## src/design/cqs_pkg.sv

```systemverilog
package cqs_pkg;

   // Fixed point format and datapath widths
   localparam int FRAC_BITS  = 16;
   localparam int DATA_W     = 32;
   localparam int RAD_W      = 64;
   localparam int SQRT_STEPS = RAD_W / 2;
   localparam int SQ_REM_W   = DATA_W + 2;
   localparam int DIV_W      = DATA_W + FRAC_BITS;
   localparam int DIV_REM_W  = DATA_W + 2;

   localparam logic signed [63:0] S32_MAX = 64'sd2147483647;
   localparam logic signed [63:0] S32_MIN = -64'sd2147483648;

   typedef struct packed {
      logic signed [DATA_W-1:0] coef_a_re;
      logic signed [DATA_W-1:0] coef_a_im;
      logic signed [DATA_W-1:0] coef_b_re;
      logic signed [DATA_W-1:0] coef_b_im;
   } req_type;

   typedef struct packed {
      logic signed [DATA_W-1:0] root1_re;
      logic signed [DATA_W-1:0] root1_im;
      logic signed [DATA_W-1:0] root2_re;
      logic signed [DATA_W-1:0] root2_im;
      logic                     overflow;
   } rsp_type;

   // Sideband that travels with an item along the pipeline.
   // p/q hold b until the discriminant stage overwrites them.
   typedef struct packed {
      logic                     valid;
      logic                     b_zero;
      logic signed [DATA_W-1:0] a_re;
      logic signed [DATA_W-1:0] a_im;
      logic signed [DATA_W-1:0] c_re;
      logic signed [DATA_W-1:0] c_im;
      logic signed [DATA_W-1:0] p;
      logic signed [DATA_W-1:0] q;
      logic                     ovf;
      logic [DATA_W-1:0]        s;
   } side_type;

   typedef struct packed {
      logic signed [DATA_W-1:0] val;
      logic                     ovf;
   } sat_type;

   // Clamp a wide signed value to 32 bits
   function automatic sat_type sat32(input logic signed [63:0] v);
      sat_type r;
      if (v > S32_MAX) begin
         r.val = DATA_W'(S32_MAX);
         r.ovf = 1'b1;
      end else if (v < S32_MIN) begin
         r.val = DATA_W'(S32_MIN);
         r.ovf = 1'b1;
      end else begin
         r.val = v[DATA_W-1:0];
         r.ovf = 1'b0;
      end
      return r;
   endfunction

endpackage

```

## src/design/cqs_div_cell.sv

```systemverilog
module cqs_div_cell (
   input  logic                          clock,
   input  logic                          reset,
   input  logic                          en,
   input  logic [cqs_pkg::DIV_REM_W-1:0] up_rem,
   input  logic [cqs_pkg::DIV_W-1:0]     up_nq,
   input  cqs_pkg::side_type             up_side,
   output logic [cqs_pkg::DIV_REM_W-1:0] dn_rem,
   output logic [cqs_pkg::DIV_W-1:0]     dn_nq,
   output cqs_pkg::side_type             dn_side
);
   import cqs_pkg::*;

   localparam int SH_W = DIV_REM_W + 1;

   logic [SH_W-1:0]      shifted;
   logic [SH_W-1:0]      divisor;
   logic [SH_W-1:0]      diff;
   logic                 fits;
   logic [DIV_REM_W-1:0] rem_in, rem_ff;
   logic [DIV_W-1:0]     nq_in, nq_ff;
   side_type             side_ff;
   logic                 valid_ff;

   // Restoring step: divisor is 2s; numerator bits leave on the left,
   // quotient bits enter on the right of the same word
   assign divisor = {{(SH_W-DATA_W-1){1'b0}}, up_side.s, 1'b0};
   assign shifted = {up_rem, up_nq[DIV_W-1]};
   assign diff    = shifted - divisor;
   assign fits    = (shifted >= divisor);
   assign rem_in  = fits ? diff[DIV_REM_W-1:0] : shifted[DIV_REM_W-1:0];
   assign nq_in   = {up_nq[DIV_W-2:0], fits};

   always_ff @(posedge clock) begin
      if (reset) begin
         valid_ff <= 1'b0;
      end else if (en) begin
         valid_ff <= up_side.valid;
      end
   end

   always_ff @(posedge clock) begin
      if (en) begin
         rem_ff  <= rem_in;
         nq_ff   <= nq_in;
         side_ff <= up_side;
      end
   end

   always_comb begin
      dn_side       = side_ff;
      dn_side.valid = valid_ff;
   end

   assign dn_rem = rem_ff;
   assign dn_nq  = nq_ff;

endmodule

```

## config.mk

```make
export PLATFORM = sky130hd
export DESIGN_NAME = cqs_div_cell
export DESIGN_NICKNAME = d
export VERILOG_FILES = /design/src/design/cqs_pkg.sv /design/src/design/cqs_div_cell.sv
export SDC_FILE = /design/constraint.sdc
export NUM_CORES = 1
export LEC_CHECK = 0
export BUFFER_PORTS_ARGS = -buffer_cell sky130_fd_sc_hd__buf_2
export CORE_AREA = 2 2 239 241
export DETAILED_ROUTE_END_ITERATION = 8
export DIE_AREA = 0 0 241 243
export HOLD_SLACK_MARGIN = 0.02
export PLACE_DENSITY = 0.53
export SYNTH_ARGS = -nofsm -noshare
export SYNTH_HDL_FRONTEND = slang
export SYNTH_SLANG_ARGS = --single-unit
```

## constraint.sdc

```tcl
create_clock -name clock -period 3.6 [get_ports clock]
set_clock_uncertainty 0.05 [all_clocks]
set_input_delay 0.36 -clock clock [delete_from_list [all_inputs] [get_ports clock]]
set_output_delay 0.36 -clock clock [all_outputs]
set_load 0.03 [all_outputs]
```

# --- Word level (Yosys, flattened, before mapping) ---
# Index checks and enable logic that the tools add are counted.
word_totals:
  regBits: 309
  latch_bits: 0
  ram_bits: 0
  romBits: 0
  input_bits: 312
  out_inout_bits: 309
  wordCells: 15
  memories: 0
classes:
  add_sub_neg: 1
  multipliers: 0
  div_mod_pow: 0
  n_lt_le_gt_ge: 1
  n_eq_ne: 0
  shifts: 0
  muxes: 1
  bitwise: 0
  n_reduce_logical: 0
ops:
  columns: ["op", "n"]
  rows:
  - ["$ge 35x33->1", 1]
  - ["$mux 34", 1]
  - ["$sub 34x33->34", 1]

# --- Depth between registers and ports, before layout ---
# Gate-level depths: netlist (run 1).
depth:
  ltp_word: 2
  depth_mapped: 12
  ltp_nobuf: 11

# --- Worst setup path before layout (run 1) ---
# Ideal clock, no wire load.
synth_path:
  path_kind: "input port to flip-flop"
  start: "input port up_rem[0] (netlist name)"
  end: "register rem_ff[10] (netlist: dn_rem[10]) (data pin)"
  setup_time_ns: 0.260
  arrival_time_ns: 2.645
  required_ns: 3.290
  path_slack_ns: 0.645
  stages: 11
  path_buffers: 1
  cell_sequence: "inv_1 -> ha_1 -> fa_1 -> nor2b_1 -> o31ai_1 -> a211o_1 -> a21oi_2 -> o211ai_2 -> o41ai_4 -> buf_6 -> mux2_2"
synth_between:
  elab_chain_len: 2
  word_cells_on_any_way: 3
  cone_classes: "add/sub (1); order compare (1); mux (1)"
synth_lines:
  columns: ["element", "line_no", "source"]
  rows:
  - ["start: declaration", "cqs_div_cell.sv:5", "input logic [cqs_pkg::DIV_REM_W-1:0] up_rem,"]
  - ["$sub 34x33->34 / $ge 35x33->1 (equally long branches)", "cqs_div_cell.sv:29, cqs_div_cell.sv:30", null]
  - ["$mux 34 (*)", "cqs_div_cell.sv:31", "assign rem_in = fits ? diff[DIV_REM_W-1:0] : shifted[DIV_REM_W-1:0];"]
  - ["via rem_in[10]", "cqs_div_cell.sv:20", "logic [DIV_REM_W-1:0] rem_in, rem_ff;"]
  - ["end signal: assignment", "cqs_div_cell.sv:44", "rem_ff <= rem_in;"]
  - ["end: declaration", "cqs_div_cell.sv:20", null]
# Mark *: on every way through the listed nets, which the timed path passes. The rest lies on a longest branch.
# A chain may end at the register's enable or synchronous reset.

# --- Worst setup path after layout (run 1) ---
layout_path:
  start: "input port up_side[0] (netlist name)"
  end: "register rem_ff[4] (netlist: dn_rem[4]) (data pin)"
layout_between:
  elab_chain_len: 2
  word_cells_on_any_way: 3
  cone_classes: "add/sub (1); order compare (1); mux (1)"
layout_lines:
  columns: ["element", "line_no", "source"]
  rows:
  - ["start: declaration", "cqs_div_cell.sv:7", "input cqs_pkg::side_type up_side,"]
  - ["$sub 34x33->34 / $ge 35x33->1 (equally long branches)", "cqs_div_cell.sv:29, cqs_div_cell.sv:30", null]
  - ["$mux 34 (*)", "cqs_div_cell.sv:31", null]
  - ["via rem_in[4]", "cqs_div_cell.sv:20", null]
# Marks and branches as above.

==> flow_summary.toml, run 1 <==
[logic_synthesis]
yosysWarnings = 0
ys.flop_type = "edfxtp_1"
synthAdderAreaFrac_pct = 3.637
synthArstFlopShare_pct = 0
syn-cell-area_sq_mm = 0.01156
ys_seq_elements = 309
synth_mux_area_share_pct = 0.7685
synth_xor_area_share_pct = 1.970
netlist_instances = 671
yosys.area_share.simple_pct = 4.795
synth-edff-count = 308
synth.most_common_cell = "edfxtp_1"
synthTopCellsByCount = "edfxtp_1, a21oi_1, nor2_1"
synthTopCellsByArea = "edfxtp_1, ha_1, a21oi_1"
synth_top_family_by_area = "compound AO/OA/AOI/OAI gates"
synth_cell_types = 48
synth_fp_nets = 1016
avgSynthCellArea_sq_um = 17.23
synth-compound-area-share_pct = 6.776
synth.top_cell.area_share_pct = 80.01
synth_top_area_cell = "edfxtp_1"
ys_seq_area_share_pct = 80.18

[place]
place_congestion = 0.8679
pre_cts_ws_ns = 0.1971
io_buffers = 620
place_hpwl_mm = 36.64

[layout]
syn_to_final_growth_pct = 70.26
drive_gt1_share_pct = 42.83
fin_util_pct = 35.18
nets = 1948

[worst_setup_path]
worstRegToRegCells = 3
required_ns = 3.84
crit_type = "input pin to flop"
r2r-start = "valid_ff"
startpoint = "up_side[0]"
path_max_fanout = 31
path_cells = "dlygate4sd3_1 > buf_2 > ha_1 > fa_1 > nor2b_1 > o31ai_1 > a211o_1 > a21oi_2 > o211ai_2 > o41ai_4 > buf_12 > mux2_2"
worstReg2RegEnd = "valid_ff"
cp_slowest_cell = "dlygate4sd3_1"
crit_arrival_ns = 3.65
crit_path_max_incr_delay_ns = 0.54
crit_end = "dn_rem[4]"
rrSetupSlack_ns = 2.42
crit_path_end_kind = "flop"
start_kind = "input pin"

[run]
cap_violations = 0

[power_and_ir_drop]
p_clk_share_pct = 37.0
seq_power_share_pct = 43.5
p_comb_share_pct = 19.5
p_sw_mw = 2.919
p_int_mw = 7.252
p_per_area_mw_per_mm2 = 516.8
max-vdd-ir-drop_mv = 0.3304
netSwitchingFraction_pct = 28.70
power.leakage_nw = 8.415

[clocking]
cts_max_level = 2
clock-sinks = 309
cts_hold_buf = 276
cts_setup_buffers = 0
cts.repair.resized = 0
tritoncts = "done"
clockBufferDepth = 3
clkLatencyLatePin_ns = 0.53
root_buffer = "clkbuf_16"
path_clk_slew_ns = 0.07
cts_buffers = 38

[timing]
max_freq_mhz = 293.6
min_period_over_period_pct = 94.61
finalHoldViolations = 0
fin_tns_setup_ns = 0
rsz0062_at_grt = "false"
final-setup-viol-count = 0
final.setup.worst_slack_ns = 0.1939
period_minus_slack_ns = 3.406
slew_violations = 0
tightest_slew_ns = 0.4812
worst_slew_margin_rel_pct = 67.58

[die]
die_w_um = 241
die_y_um = 243
die_area_sq_mm = 0.05856
coreArea_sq_mm = 0.05595
row_count = 87
initial_utilization_pct = 20.66
ios = 621

[grt]
gr-total-overflow = 0
groute.usage.overall_pct = 15.20
grt_pass1_wl_mm = 64.65
grt_max_degree = 85
antenna_found_initial = 11
grt_pass1_vias = 10050

[drt]
dr.pass1.iters = 4
vias = 9507
vias_per_cell = 3.965
drtAntennaViolNets = 0
detail_route.wl_per_cell_um = 19.58
drtIter0Drc = 504
drcViolationCount = 0
wl_mm = 46.95

[min_path]
min_path_cells = 2
hold_path_class = "input pin to flop"

[status]
status = "completed"
## cell usage in the layout, fill, tap and decap left out, types with 22 or more instances in the layout
cell type / instances
a21oi_1: 56
buf_2: 619
clkbuf_16: 39
dlygate4sd3_1: 276
edfxtp_1: 308
ha_1: 32
inv_1: 40
nand2_1: 30
nor2_1: 41
o21ai_0: 22
## sequential cells by signal, indices dropped and copies added, names as in the netlist
name and count:
valid_ff 1, dn_rem 34, dn_nq 48, dn_side 226
## worst min-delay path by stage
stage,endpoint,from
floorplan,valid_ff,reset
CTS,dn_rem[8],up_rem[7]
detailed placement,valid_ff,valid_ff
global route,dn_rem[8],up_rem[7]
finish,dn_rem[10],up_rem[9]
global placement,valid_ff,valid_ff
## critical path: cells and delay by family
| family | cells | cell delay (ns) |
|---|---|---|
| buf+inv | 3 | 0.91 |
| simple gates | 1 | 0.23 |
| mux | 1 | 0.35 |
| compound gates | 5 | 1.15 |
| fa+ha+maj | 2 | 0.62 |
## kinds of logic (layout without fill, tap and decap cells)
kind of cell / count (synthesis) / after routing
adders and majority gates: 33 / 33
AOI/OAI and AO/OA: 125 / 125
xor gates and xnor gates: 26 / 26
DFF: 309 / 309
other: 0 / 10
buffers and inverters: 52 / 1013
muxes: 8 / 8
and+or+nand+nor: 118 / 118
## stage by stage
stage | hold slack, ns | cell area (sq um) | cells | power, mW
2_1_floorplan | 0.3824 | 11560 | 671 | 5.476
3_3_place_gp | 0.4292 | 15660 | 2043 | 6.222
3_5_place_dp | 0.4250 | 15660 | 2043 | 6.231
4_1_cts | 0.04987 | 19660 | 2388 | 10.34
5_1_grt | 0.06106 | 19670 | 2392 | 10.62
6_report | 0.09738 | 19680 | 2398 | 10.17
## layer usage
metal  vias up  global-route usage [%]  share of wire (%)
met5         -                       0              0.085
met4         6                   3.867                2.1
li1       4452                       -                  -
met3        68                   6.289                 10
met2       403                   27.97                 52
met1      4578                   15.77                 35
## power by group through the flow
stage | Clock (mW) | Sequential [mW] | Combinational (mW)
floorplan | 0 | 5.14 | 0.338
CTS | 3.92 | 4.42 | 2.00
global placement | 0 | 4.49 | 1.73
detailed placement | 0 | 4.49 | 1.74
finish | 3.77 | 4.42 | 1.98
global route | 4.05 | 4.45 | 2.12
## final cells by class
| type | instances | area (sq um) |
|---|---|---|
| antenna | 10 | 25.02 |
| clock buffer | 44 | 994.7 |
| clock inverter | 25 | 236.5 |
| fill | 5558 | 36270 |
| inverter | 40 | 150.1 |
| multi-input combinational | 310 | 2074 |
| sequential | 309 | 9269 |
| tap | 756 | 945.9 |
| timing repair buffer | 904 | 5986 |
(Power assumes the default switching activity.)
==> run 2, diff against run 1 <==
GPL_TIMING_DRIVEN = 0   (was default)
RECOVER_POWER = 25   (was default)
==> run 2 against run 1 <==
Compared with the run above: largest cell class unchanged; clock power hardly changed; cell count up 0.17%; setup slack got worse by 0.066 ns; global-route usage increased by 0.22 points; fmax shrank 1.9%; combinational power hardly changed.
==> flow_summary.toml, run 2 (same netlist as run 1, synthesis figures left out) <==
[status]
status = "completed"

[min_path]
hold_path_class = "input pin to flop"

[clocking]
clkLatencyLatePin_ns = 0.55
clockBufferDepth = 3
cts_max_level = 2
root_buffer = "clkbuf_16"
tritoncts = "done"
cts_buffers = 38
clock-sinks = 309
path_clk_slew_ns = 0.06

[timing]
min_period_over_period_pct = 96.45
holdWs_ns = 0.08814
final-setup-viol-count = 0
finalHoldViolations = 0
worst_slew_margin_rel_pct = 45.88
max_freq_mhz = 288.0
period_minus_slack_ns = 3.472
tightest_slew_ns = 0.8118
slew_violations = 0

[grt]
grt_max_degree = 127
grt_pass1_vias = 10060
groute.usage.overall_pct = 15.42
gr-total-overflow = 0
grt_pass1_wl_mm = 65.35
antenna_found_initial = 20

[place]
place_hpwl_mm = 36.77
io_buffers = 620
place_congestion = 0.8546

[drt]
drtIter0Drc = 440
drtAntennaViolNets = 0
drcViolationCount = 0
vias_per_cell = 3.994
vias = 9594
dr.pass1.iters = 5
detail_route.wl_per_cell_um = 19.71
wl_mm = 47.35

[worst_setup_path]
crit_path_end_kind = "flop"
cp_slowest_cell = "dlygate4sd3_1"
path_max_fanout = 10
start_kind = "input pin"
cp_top_family = "buffers and inverters"
crit_path_max_incr_delay_ns = 0.53
path_cells = "dlygate4sd3_1 > clkbuf_1 > inv_1 > ha_1 > and2_1 > nand3_1 > a211o_1 > a21oi_2 > o211ai_2 > o41ai_4 > buf_4 > buf_6 > buf_2 > a21oi_1"
crit_arrival_ns = 3.70
crit_type = "input pin to flop"
rrSetupSlack_ns = 2.39
required_ns = 3.83
critPathBufInv = 6

[layout]
fin_util_pct = 35.12
nets = 1955
largest_reg_flops = 226
syn_to_final_growth_pct = 70.00
final_common_cell = "buf_2"
layout_common_cells = "buf_2, edfxtp_1, dlygate4sd3_1, a21oi_1, clkbuf_1"
drive_gt1_share_pct = 40.76

[run]
cap_violations = 0

[power_and_ir_drop]
max-vdd-ir-drop_mv = 0.3623
power.leakage_nw = 8.340
total_power_mw = 10.18
p_per_area_mw_per_mm2 = 518.1

[die]
die_w_um = 241
coreArea_sq_mm = 0.05595
initial_utilization_pct = 20.66
ios = 621
row_count = 87
die_area_sq_mm = 0.05856
die_y_um = 243
-- run 2: cell count changes in the layout (fill, tap and decap cells not counted), sizes merged --
| cell | before | now |
|---|---|---|
| diode | 10 | 7 |
| clkinv | 17 | 16 |
| clkinvlp | 4 | 2 |
| clkbuf | 44 | 83 |
| buf | 628 | 599 |
-- run 2: per-layer routing --
metal  GRT usage, %  share of wire [%]
met5              0               0.16
met4          5.719                3.2
met3          6.073                 10
met2          27.61                 51
met1          16.12                 35
-- run 2: layout make-up --
| cell class | instances | area [sq um] |
|---|---|---|
| Multi-Input combinational cell | 310 | 2074 |
| Fill cell | 5583 | 36300 |
| Timing Repair Buffer | 900 | 5904 |
| Clock buffer | 47 | 1006 |
| Antenna cell | 7 | 17.52 |
| Tap cell | 756 | 945.9 |
| Inverter | 40 | 150.1 |
| Buffer | 11 | 62.56 |
| Clock inverter | 22 | 221.5 |
| Sequential cell | 309 | 9269 |
-- run 2: path summary, 6_finish.rpt --
check,startpoint,endpoint,cells past startpoint
setup reg to reg,valid_ff,valid_ff,3
hold reg to reg,valid_ff,valid_ff,3
hold / removal,up_rem[3],dn_rem[4],2
setup / recovery,up_side[8],dn_rem[28],14
-- run 2: power by group --
group / switching, mW / internal [mW]
Sequential: 0.0872 / 4.33
Combinational: 1.27 / 0.703
Clock: 1.57 / 2.22
Total: 2.93 / 7.25
-- run 2: through the flow --
step	instances	setup slack (ns)	setup TNS (ns)	instance area, sq um
3_5_place_dp	2049	-0.2437	-4.981	15670
5_1_grt	2402	-0.001034	-0.001034	19650
4_1_cts	2394	0.01880	0	19660
2_1_floorplan	671	0.6452	0	11560
3_3_place_gp	2047	-2.506	-738.64	15610
6_report	2402	0.1277	0	19650
-- run 2: what timing repair did --
| item | 4_1_cts | 5_1_grt |
|---|---|---|
| endpoints found under the hold margin | 275 | 0 |
| hold buffers | 276 | 0 |
| gates resized for setup | 0 | 1 |
| endpoints found under the setup margin | 0 | 25 |
| setup buffers | 0 | 2 |
