**src/design/cqs_pkg.sv**
```systemverilog
package cqs_pkg;

   // Fixed point format and datapath widths
   localparam int FRAC_BITS  = 16;
   localparam int DATA_W     = 32;
   localparam int RAD_W      = 64;
   localparam int SQRT_STEPS = RAD_W / 2;
   localparam int SQ_REM_W   = DATA_W + 2;
   localparam int DIV_W      = DATA_W + FRAC_BITS;
   localparam int DIV_REM_W  = DATA_W + 2;

   localparam logic signed [63:0] S32_MAX = 64'sd2147483647;
   localparam logic signed [63:0] S32_MIN = -64'sd2147483648;

   typedef struct packed {
      logic signed [DATA_W-1:0] coef_a_re;
      logic signed [DATA_W-1:0] coef_a_im;
      logic signed [DATA_W-1:0] coef_b_re;
      logic signed [DATA_W-1:0] coef_b_im;
   } req_type;

   typedef struct packed {
      logic signed [DATA_W-1:0] root1_re;
      logic signed [DATA_W-1:0] root1_im;
      logic signed [DATA_W-1:0] root2_re;
      logic signed [DATA_W-1:0] root2_im;
      logic                     overflow;
   } rsp_type;

   // Sideband that travels with an item along the pipeline.
   // p/q hold b until the discriminant stage overwrites them.
   typedef struct packed {
      logic                     valid;
      logic                     b_zero;
      logic signed [DATA_W-1:0] a_re;
      logic signed [DATA_W-1:0] a_im;
      logic signed [DATA_W-1:0] c_re;
      logic signed [DATA_W-1:0] c_im;
      logic signed [DATA_W-1:0] p;
      logic signed [DATA_W-1:0] q;
      logic                     ovf;
      logic [DATA_W-1:0]        s;
   } side_type;

   typedef struct packed {
      logic signed [DATA_W-1:0] val;
      logic                     ovf;
   } sat_type;

   // Clamp a wide signed value to 32 bits
   function automatic sat_type sat32(input logic signed [63:0] v);
      sat_type r;
      if (v > S32_MAX) begin
         r.val = DATA_W'(S32_MAX);
         r.ovf = 1'b1;
      end else if (v < S32_MIN) begin
         r.val = DATA_W'(S32_MIN);
         r.ovf = 1'b1;
      end else begin
         r.val = v[DATA_W-1:0];
         r.ovf = 1'b0;
      end
      return r;
   endfunction

endpackage

```
**src/design/cqs_sqrt_cell.sv**
```systemverilog
module cqs_sqrt_cell (
   input  logic                         clock,
   input  logic                         reset,
   input  logic                         en,
   input  logic [cqs_pkg::SQ_REM_W-1:0] up_rem,
   input  logic [cqs_pkg::DATA_W-1:0]   up_root,
   input  logic [cqs_pkg::RAD_W-1:0]    up_rad,
   input  cqs_pkg::side_type            up_side,
   output logic [cqs_pkg::SQ_REM_W-1:0] dn_rem,
   output logic [cqs_pkg::DATA_W-1:0]   dn_root,
   output logic [cqs_pkg::RAD_W-1:0]    dn_rad,
   output cqs_pkg::side_type            dn_side
);
   import cqs_pkg::*;

   localparam int SH_W = SQ_REM_W + 2;

   logic [SH_W-1:0]     shifted;
   logic [SH_W-1:0]     trial;
   logic [SH_W-1:0]     diff;
   logic                fits;
   logic [SQ_REM_W-1:0] rem_in, rem_ff;
   logic [DATA_W-1:0]   root_in, root_ff;
   logic [RAD_W-1:0]    rad_in, rad_ff;
   side_type            side_ff;
   logic                valid_ff;

   // One root bit: bring down two radicand bits, try (4r+1)
   assign shifted = {up_rem, up_rad[RAD_W-1 -: 2]};
   assign trial   = {2'b00, up_root, 2'b01};
   assign diff    = shifted - trial;
   assign fits    = (shifted >= trial);
   assign rem_in  = fits ? diff[SQ_REM_W-1:0] : shifted[SQ_REM_W-1:0];
   assign root_in = {up_root[DATA_W-2:0], fits};
   assign rad_in  = {up_rad[RAD_W-3:0], 2'b00};

   always_ff @(posedge clock) begin
      if (reset) begin
         valid_ff <= 1'b0;
      end else if (en) begin
         valid_ff <= up_side.valid;
      end
   end

   always_ff @(posedge clock) begin
      if (en) begin
         rem_ff  <= rem_in;
         root_ff <= root_in;
         rad_ff  <= rad_in;
         side_ff <= up_side;
      end
   end

   always_comb begin
      dn_side       = side_ff;
      dn_side.valid = valid_ff;
   end

   assign dn_rem  = rem_ff;
   assign dn_root = root_ff;
   assign dn_rad  = rad_ff;

endmodule

```
**config.mk**
```make
export PLATFORM = sky130hd
export DESIGN_NAME = cqs_sqrt_cell
export DESIGN_NICKNAME = d
export VERILOG_FILES = /design/src/design/cqs_pkg.sv /design/src/design/cqs_sqrt_cell.sv
export SDC_FILE = /design/constraint.sdc
export NUM_CORES = 1
export LEC_CHECK = 0
export ABC_AREA = 1
export CAP_MARGIN = 20
export CORE_AREA = 2 2 278 280
export CTS_CLUSTER_DIAMETER = 120
export DETAILED_ROUTE_END_ITERATION = 8
export DIE_AREA = 0 0 280 282
export DONT_BUFFER_PORTS = 1
export GPL_ROUTABILITY_DRIVEN = 0
export PLACE_DENSITY_LB_ADDON = 0.25
export SLEW_MARGIN = 20
export SYNTH_ARGS = -nofsm -noshare
export SYNTH_HDL_FRONTEND = slang
export SYNTH_SLANG_ARGS = --single-unit
```
**constraint.sdc**
```tcl
create_clock -name clock -period 2 [get_ports clock]
set_input_delay 0.1 -clock clock [delete_from_list [all_inputs] [get_ports clock]]
set_output_delay 0.1 -clock clock [all_outputs]
set_load 0.01 [all_outputs]
```
======== Word-level counts from Yosys, hierarchy flattened ========
Index checks and enable logic that the tools add are counted.
word-level totals
  logic and storage cells ................. 16
  output and inout port bits .............. 357
  input port bits ......................... 360
  bits in registers ....................... 355
operators by class
  add/sub/neg operators ................... 1
  mux-type cells .......................... 1
  order comparisons ....................... 1
operators with widths
  kind                                                            count
  36-bit by 34-bit greater-or-equal comparator with 1-bit output  1
  34-bit two-way mux                                              1
  34-bit subtractor                                               1

======== Depth between registers and ports, before layout ========
Gate-level depths: netlist of run 1.
  depth after elaboration ................. 2
  gate-level depth with buffers ........... 16
  mapped depth without buffers ............ 15

======== Worst setup path after synthesis of run 1 ========
OpenSTA, ideal clock, no wires.
  path type ............................... input -> register
  start point ............................. input up_root[24] (netlist name)
  end point ............................... register rem_ff[25] (netlist: dn_rem[25]), data pin
  setup time .............................. 0.253 ns
  buffers on the path ..................... 1
  stages .................................. 14
  required time ........................... 1.747 ns
  slack ................................... 0.277 ns
  data arrival time ....................... 1.469 ns
  cells stage by stage .................... inv_1 ha_1 nand2_2 nor2_2 nand2_1 nor2_2 nand2_1 a21oi_2 nor2_2 nand2_8 inv_4 buf_6 nand2_1 nand2_1
on the way
  longest elaborated chain between the ends .. 2
RTL lines
  element                                                         line                 text
  from (decl)                                                     cqs_sqrt_cell.sv:6   input logic [cqs_pkg::DATA_W-1:0] up_root,
  36-bit by 34-bit greater-or-equal comparator with 1-bit output  cqs_sqrt_cell.sv:32  assign fits = (shifted >= trial);
  34-bit two-way mux                                              cqs_sqrt_cell.sv:33  assign rem_in = fits ? diff[SQ_REM_W-1:0] : shifted[SQ_REM_W-1:0];
  net rem_in[25]                                                  cqs_sqrt_cell.sv:22  logic [SQ_REM_W-1:0] rem_in, rem_ff;
  to (signal assigned)                                            cqs_sqrt_cell.sv:47  rem_ff <= rem_in;
  to (decl)                                                       cqs_sqrt_cell.sv:22
The timed path passes the listed nets, and every way through them passes these cells.
A chain may end at the register's enable or synchronous reset.

======== Worst setup path in the final report of run 1 ========
  start point ............................. input up_rad[63] (netlist name)
  end point ............................... register rem_ff[28] (netlist: dn_rem[28]), data pin
on the way
  longest elaborated chain between the ends .. 2
  elaborated cells between the ends (all ways) .. 3
  those cells by class .................... 1 x add/sub; 1 x order compare; 1 x mux
RTL lines
  element                                                                                              line                                      text
  from (decl)                                                                                          cqs_sqrt_cell.sv:7                        input logic [cqs_pkg::RAD_W-1:0] up_rad,
  34-bit subtractor or 36-bit by 34-bit greater-or-equal comparator with 1-bit output (tied branches)  cqs_sqrt_cell.sv:31, cqs_sqrt_cell.sv:32
  34-bit two-way mux (*)                                                                               cqs_sqrt_cell.sv:33
  net rem_in[28]                                                                                       cqs_sqrt_cell.sv:22
Mark *: on every way through the listed nets, which the timed path passes. The rest lies on a longest branch.

==> results of run 1 <==
layer usage:
layer | GRT usage, % | vias up | share of wire (%)
li1 | - | 4364 | -
met1 | 15.4 | 4571 | 34
met2 | 27.1 | 488 | 49
met3 | 9.10 | 161 | 13
met4 | 5.38 | 20 | 3.8
met5 | 0 | - | 0.21
kinds of logic after synthesis:
logic type                 synth area share, %
buffers and inverters                     4.41
DFF                                       77.5
xor gates and xnor gates                  1.15
other                                   0.0273
and+or+nand+nor                           12.1
AOI/OAI and AO/OA                         1.66
adders and majority gates                 3.09
muxes                                   0.0728
registers in the layout (all words and copies together), names as in the netlist:
name and count:
dn_side 226, dn_rad 62, dn_rem 34, dn_root 32, valid_ff 1
power breakdown:
| group | switching, mW | leakage, nW | total, mW | internal, mW |
|---|---|---|---|---|
| logic | 0.898 | 3.90 | 1.84 | 0.939 |
| registers | 0.855 | 3.47 | 9.84 | 8.98 |
| clock network | 3.40 | 0.731 | 8.30 | 4.90 |
layout make-up:
type	count	area [sq um]	area share [%]
well taps	978	1220	5.96
repair buffers	425	4080	19.9
clock buffers	50	1170	5.68
flip-flops and latches	355	10700	51.9
inverters	140	533	2.60
multi-input cells	502	2520	12.3
clock inverters	32	344	1.68
diodes	5	12.5	0.0609
layout by cell type, fill, tap and decap left out, types with 2 or more instances in the layout:
master                            n
sky130_fd_sc_hd__a21oi_1         24
sky130_fd_sc_hd__a21oi_2          2
sky130_fd_sc_hd__and2_1           2
sky130_fd_sc_hd__buf_4           70
sky130_fd_sc_hd__bufinv_16        5
sky130_fd_sc_hd__clkbuf_1         4
sky130_fd_sc_hd__clkbuf_16       46
sky130_fd_sc_hd__clkinv_1         6
sky130_fd_sc_hd__clkinv_2         7
sky130_fd_sc_hd__clkinv_4         5
sky130_fd_sc_hd__clkinvlp_4       4
sky130_fd_sc_hd__conb_1           2
sky130_fd_sc_hd__diode_2          5
sky130_fd_sc_hd__dlygate4sd3_1  354
sky130_fd_sc_hd__edfxtp_1       354
sky130_fd_sc_hd__ha_1            33
sky130_fd_sc_hd__inv_1          139
sky130_fd_sc_hd__inv_6            3
sky130_fd_sc_hd__nand2_1        282
sky130_fd_sc_hd__nand2_2          6
sky130_fd_sc_hd__nand3_1         36
sky130_fd_sc_hd__nand3_2          4
sky130_fd_sc_hd__nand3b_1         4
sky130_fd_sc_hd__nand4_1          6
sky130_fd_sc_hd__nor2_1          54
sky130_fd_sc_hd__nor2_2           6
sky130_fd_sc_hd__nor3_1           3
sky130_fd_sc_hd__o21ai_0         12
sky130_fd_sc_hd__o21bai_1         4
sky130_fd_sc_hd__xnor2_1          3
sky130_fd_sc_hd__xor2_1          15
through the flow:
| stage | util (%) | hold WS [ps] | power [mW] |
|---|---|---|---|
| floorplan | - | 172 | 10.3 |
| global placement | 20.4 | 175 | 11.2 |
| detailed placement | 20.4 | 175 | 11.2 |
| CTS | 27.0 | -389 | 20.4 |
| global route | 27.1 | -402 | 20.8 |
| finish | 27.1 | -358 | 20.0 |
worst max path at each step:
stage	start	endpoint	cells after the start	slack [ps]
6_report	up_rad[63]	dn_rem[28]$_DFFE_PP_	15	90
5_1_grt	up_rad[63]	dn_rem[17]$_DFFE_PP_	15	20
4_1_cts	up_rad[63]	dn_rem[26]$_DFFE_PP_	15	40
3_5_place_dp	up_root[17]	dn_rem[26]$_DFFE_PP_	15	-190
3_3_place_gp	up_root[17]	dn_rem[28]$_DFFE_PP_	15	-200
2_1_floorplan	up_root[24]	dn_rem[25]$_DFFE_PP_	14	280
what timing repair did:
| action | 4_1_cts | 5_1_grt |
|---|---|---|
| setup endpoints to repair | 0 | 34 |
| hold endpoints to repair | 708 | 355 |
| setup buffers | 0 | 1 |
| resized for setup | 0 | 8 |
==> metrics.txt, run 1 <==
total power density per cell area=973 nW/um^2; outcome=complete, but fails checks; starting utilization of the core area=18.2%; Overflow after GRT=0; number of instances on the worst hold path=0; Slew Viols, Final=0; worst r2r path cells=3; clock insertion delay at the later pin of the skew report=570 ps; critical path buffer and inverter count=4; Worst path slowest cell=sky130_fd_sc_hd__dlygate4sd3_1; detailed-placement wirelength estimate=52,000 um; # fillers=approximately 7,800; Req. time, crit path=about 2300 ps; vias in the first global route=10,184; H-tree levels=2; cell leakage power=8.10 nW; clock tree root driver cell=sky130_fd_sc_hd__clkbuf_16; netlist area before placement=13,700 sq um; share of flip-flops with an asynchronous set or reset after synthesis=0%; largest area contributor in the synthesized netlist=sky130_fd_sc_hd__edfxtp_1; die area=79,000 sq um; cell row count=101; via/cell ratio=roughly 3.9; Synth-to-Final Area Change=49.3%; critical path capture point type=register; Post-synth top cells=sky130_fd_sc_hd__edfxtp_1, sky130_fd_sc_hd__nand2_1, sky130_fd_sc_hd__inv_1, sky130_fd_sc_hd__nor2_1, sky130_fd_sc_hd__nand3_1; Starting DRT DRC Count=493; Max Clock Skew=0 ps; clk slew on worst S/H paths=60 ps; number of nets in the final layout=1,863; Total Wirelength=roughly 65,000 um; crit-path max cell delay=560 ps; Detail Route Antenna Nets=0; global-route wire length before repair=84,200 um; die span in x=between 200 and 300 um; source of the worst register-to-register timing path=valid_ff$_SDFFE_PP0P_; start point of the worst min-delay path=en; pre-CTS WS=-194 ps; DRC errors left=0; transition time at the pin with the least slew margin=just over 500 ps; number of buffers added by the clock tree synthesis step=45; kind of start point of the critical path=primary input; fraction of the yosys area taken by sequential cells=a little under 80%; setup repair after global routing missed its margin=no; Port Buffers=0; overall die height=282 um; total placed cells including tap cells=2,045; end point of the most critical hold path=dn_side[122]$_DFFE_PP_; final worst setup slack=90.8 ps; # setup viols final=0; largest net degree at the start of global routing=~360; shortest clock period the worst path allows after layout=approximately 1900 ps; Std-Cell Core Area=75,700 sq um; arrival time worst endpoint=2220 ps; DP Area=~15,000 sq um; most common cell in the synthesized netlist=sky130_fd_sc_hd__edfxtp_1; gate family responsible for the most delay along the worst path=simple AND/OR/NAND/NOR gates; TritonCTS clock tree=done; Pre-antenna DRT Iters=5; worst hold slack across all endpoints=-358 ps; number of distinct library cell variants in the gate-level netlist after synthesis=27; critical path fanouts, max=8; wire length per cell=26.2 um; worst min-delay path class=primary input to register; chain of cells forming the critical path=dlygate4sd3_1 -> inv_1 -> ha_4 -> inv_1 -> nand3_1 -> nand3_2 -> nand3_2 -> nand3_2 -> nand2_2 -> nand2_1 -> nand2_2 -> nand2_8 -> buf_4 -> nand3_1 -> nand2_1; fraction of synthesized cell area taken by the top area cell type=77.3%; Yosys warning count=0; worst setup path class=primary input to register; violations in the final reports=hold timing; Mapped Cells=1,005; total global routing track utilization=15.6%; Post-Layout Inst Area=20,500 sq um; # hold bufs at CTS=about 350; most frequently used flop master after synthesis=sky130_fd_sc_hd__edfxtp_1; Worst path most repeated cell=sky130_fd_sc_hd__nand3_2; hold violation total from the final report=between 300 and 400; number of standard cells in the layout, taps in and fillers out=2,487; destination of the worst register-to-register timing path=valid_ff$_SDFFE_PP0P_; share of final-layout standard cells stronger than drive strength 1=10.9%; vias post-DR=9,604; number of max-cap violations=0; Max VDD drop=0.000500 V; I/O pins=around 720; number of enable-type register cells in the synthesized netlist=354; number of synthesized register bits=355; antenna violations before repair=37; cell types with the largest area share after synthesis=sky130_fd_sc_hd__edfxtp_1, sky130_fd_sc_hd__nand2_1, sky130_fd_sc_hd__inv_1; number of buffers between clock root and the deepest sink=3; final cycle utilization of the critical path=a little over nine tenths; headroom to the max-slew limit=66.1%; setup_tns=0 ps; R2R Setup Slk=790 ps; maximum clock frequency=524 MHz; Post-Syn Area per Cell=13.7 sq um; sink count of the clock tree=355
No activity file was read; power rests on OpenSTA's default activity.
==> inputs of run 2 (changes only) <==
==> constraint.sdc (replaced) <==
create_clock -name clock -period 1.8 [get_ports clock]
set_input_delay 0.36 -clock clock [delete_from_list [all_inputs] [get_ports clock]]
set_output_delay 0.36 -clock clock [all_outputs]
set_load 0.01 [all_outputs]
==> run 2 against run 1 <==
Compared with the run above:
- total power rose by 14%
- register-to-register slack got worse by 280 ps
- via count grew 0.59%
- largest cell class unchanged
- the run still ends with hold timing left
- largest power group unchanged
==> metrics.txt, run 2 (same netlist as run 1, synthesis figures left out) <==
transition time at the pin with the least slew margin=around 600 ps; Std-Cell Core Area=75,700 sq um; I/O pins=717; # fillers=7,736; critical path fanouts, max=4; maximum clock frequency=598 MHz; Detail Route Antenna Nets=0; worst setup path class=primary input to register; die area=79,000 sq um; DP Area=16,300 sq um; H-tree levels=2; setup_tns=0 ps; number of max-cap violations=0; antenna violations before repair=35; vias post-DR=9,661; worst hold slack across all endpoints=-80.2 ps; number of buffers added by the clock tree synthesis step=45; violations in the final reports=hold timing; critical path capture point type=register; hold violation total from the final report=66; kind of start point of the critical path=primary input; number of standard cells in the layout, taps in and fillers out=2,527; cell leakage power=8.32 nW; # setup viols final=0; total power density per cell area=1060 nW/um^2; chain of cells forming the critical path=inv_2 -> ha_4 -> nand2_4 -> buf_4 -> nor2_1 -> inv_1 -> nor3_1 -> nand2_1 -> nand2_1 -> nand2_1 -> nand2_1 -> nand2_1 -> nand3_1 -> nand2_1; vias in the first global route=10,237; Port Buffers=0; worst min-delay path class=primary input to register; Overflow after GRT=0; via/cell ratio=around 3.8; wire length per cell=about 27 um; Max VDD drop=0.000582 V; arrival time worst endpoint=1990 ps; clock tree root driver cell=sky130_fd_sc_hd__clkbuf_16; number of buffers between clock root and the deepest sink=3; Starting DRT DRC Count=609; largest net degree at the start of global routing=approximately 360; crit-path max cell delay=290 ps; Total Wirelength=67,100 um; Worst path slowest cell=sky130_fd_sc_hd__ha_4; global-route wire length before repair=~86,000 um; post-CTS setup buffers=0; final cycle utilization of the critical path=92.8%; Post-Layout Inst Area=between 20,000 and 25,000 sq um; total placed cells including tap cells=2,086; outcome=complete, but fails checks; leading cell types in the layout, fill and taps excluded=sky130_fd_sc_hd__edfxtp_1, sky130_fd_sc_hd__dlygate4sd3_1, sky130_fd_sc_hd__nand2_1, sky130_fd_sc_hd__inv_1, sky130_fd_sc_hd__buf_4; switching portion of total power=approximately a quarter; cell row count=roughly 100; share of total power in the clock network=41.7%; # resized after CTS=0; critical path buffer and inverter count=3; proportion of power drawn by combinational gates=10.2%; net switching power=~5.8 mW; Tot Pwr=22.7 mW; gate family responsible for the most delay along the worst path=simple AND/OR/NAND/NOR gates; Max Clock Skew=0 ps; Pre-antenna DRT Iters=6; total global routing track utilization=16.1%; starting utilization of the core area=18.2%; leading cell type in the layout, fill and taps excluded=sky130_fd_sc_hd__edfxtp_1; number of nets in the final layout=1,900; headroom to the max-slew limit=59.3%; Slew Viols, Final=0; overall die height=282 um; TritonCTS clock tree=done; setup repair after global routing missed its margin=no; Synth-to-Final Area Change=55.8%; clk slew on worst S/H paths=60 ps; die span in x=280 um; Req. time, crit path=2110 ps; detailed-placement wirelength estimate=around 54,000 um; clock insertion delay at the later pin of the skew report=570 ps; DRC errors left=0; sink count of the clock tree=355; Worst path most repeated cell=sky130_fd_sc_hd__nand2_1; Largest register FFs=226; share of final-layout standard cells stronger than drive strength 1=17.3%; share of power burned in registers=48.1%; internal portion of total power=16.9 mW; # hold bufs at CTS=351; shortest clock period the worst path allows after layout=roughly 1700 ps
[run 2: layout make-up]
| cell class | instances | area (sq um) | area share (%) |
|---|---|---|---|
| antenna | 8 | 20.0 | 0.0935 |
| clock inverter | 30 | 367 | 1.71 |
| tap | 978 | 1220 | 5.71 |
| sequential | 355 | 10700 | 49.7 |
| multi-input combinational | 502 | 3000 | 14.0 |
| timing repair buffer | 462 | 4410 | 20.6 |
| inverter | 140 | 581 | 2.71 |
| clock buffer | 52 | 1170 | 5.48 |
[run 2: layer usage]
metal  vias to the layer above  global-route usage [%]  part of all wire (%)
met2                       492                    29.0                    52
met5                         -                       0                  0.13
met3                       135                    8.74                    12
met1                      4584                    15.7                    33
met4                        14                    5.36                   3.3
li1                       4436                       -                     -
[run 2: worst paths after layout]
kind         slack [ps]                  start  cells past startpoint                      to
max reg2reg         510  valid_ff$_SDFFE_PP0P_                      3   valid_ff$_SDFFE_PP0P_
max                 130             up_root[9]                     14    dn_rem[30]$_DFFE_PP_
min reg2reg        1220  valid_ff$_SDFFE_PP0P_                      3   valid_ff$_SDFFE_PP0P_
min                 -80                     en                      0  dn_side[122]$_DFFE_PP_
[run 2: stage by stage]
step	worst slack (ps)	util [%]
detailed placement	-476	21.6
floorplan	-104	-
CTS	163	28.3
global route	27.5	28.3
finish	129	28.3
global placement	-471	21.6
[run 2: power by group through the flow]
stage / clock network, mW / registers, mW / logic [mW]
after global routing: 10.1 / 11.0 / 2.55
after detailed placement: 0 / 11.1 / 1.60
after CTS: 9.81 / 11.0 / 2.36
after global placement: 0 / 11.1 / 1.60
final: 9.49 / 10.9 / 2.32
after floorplan: 0 / 10.7 / 0.972
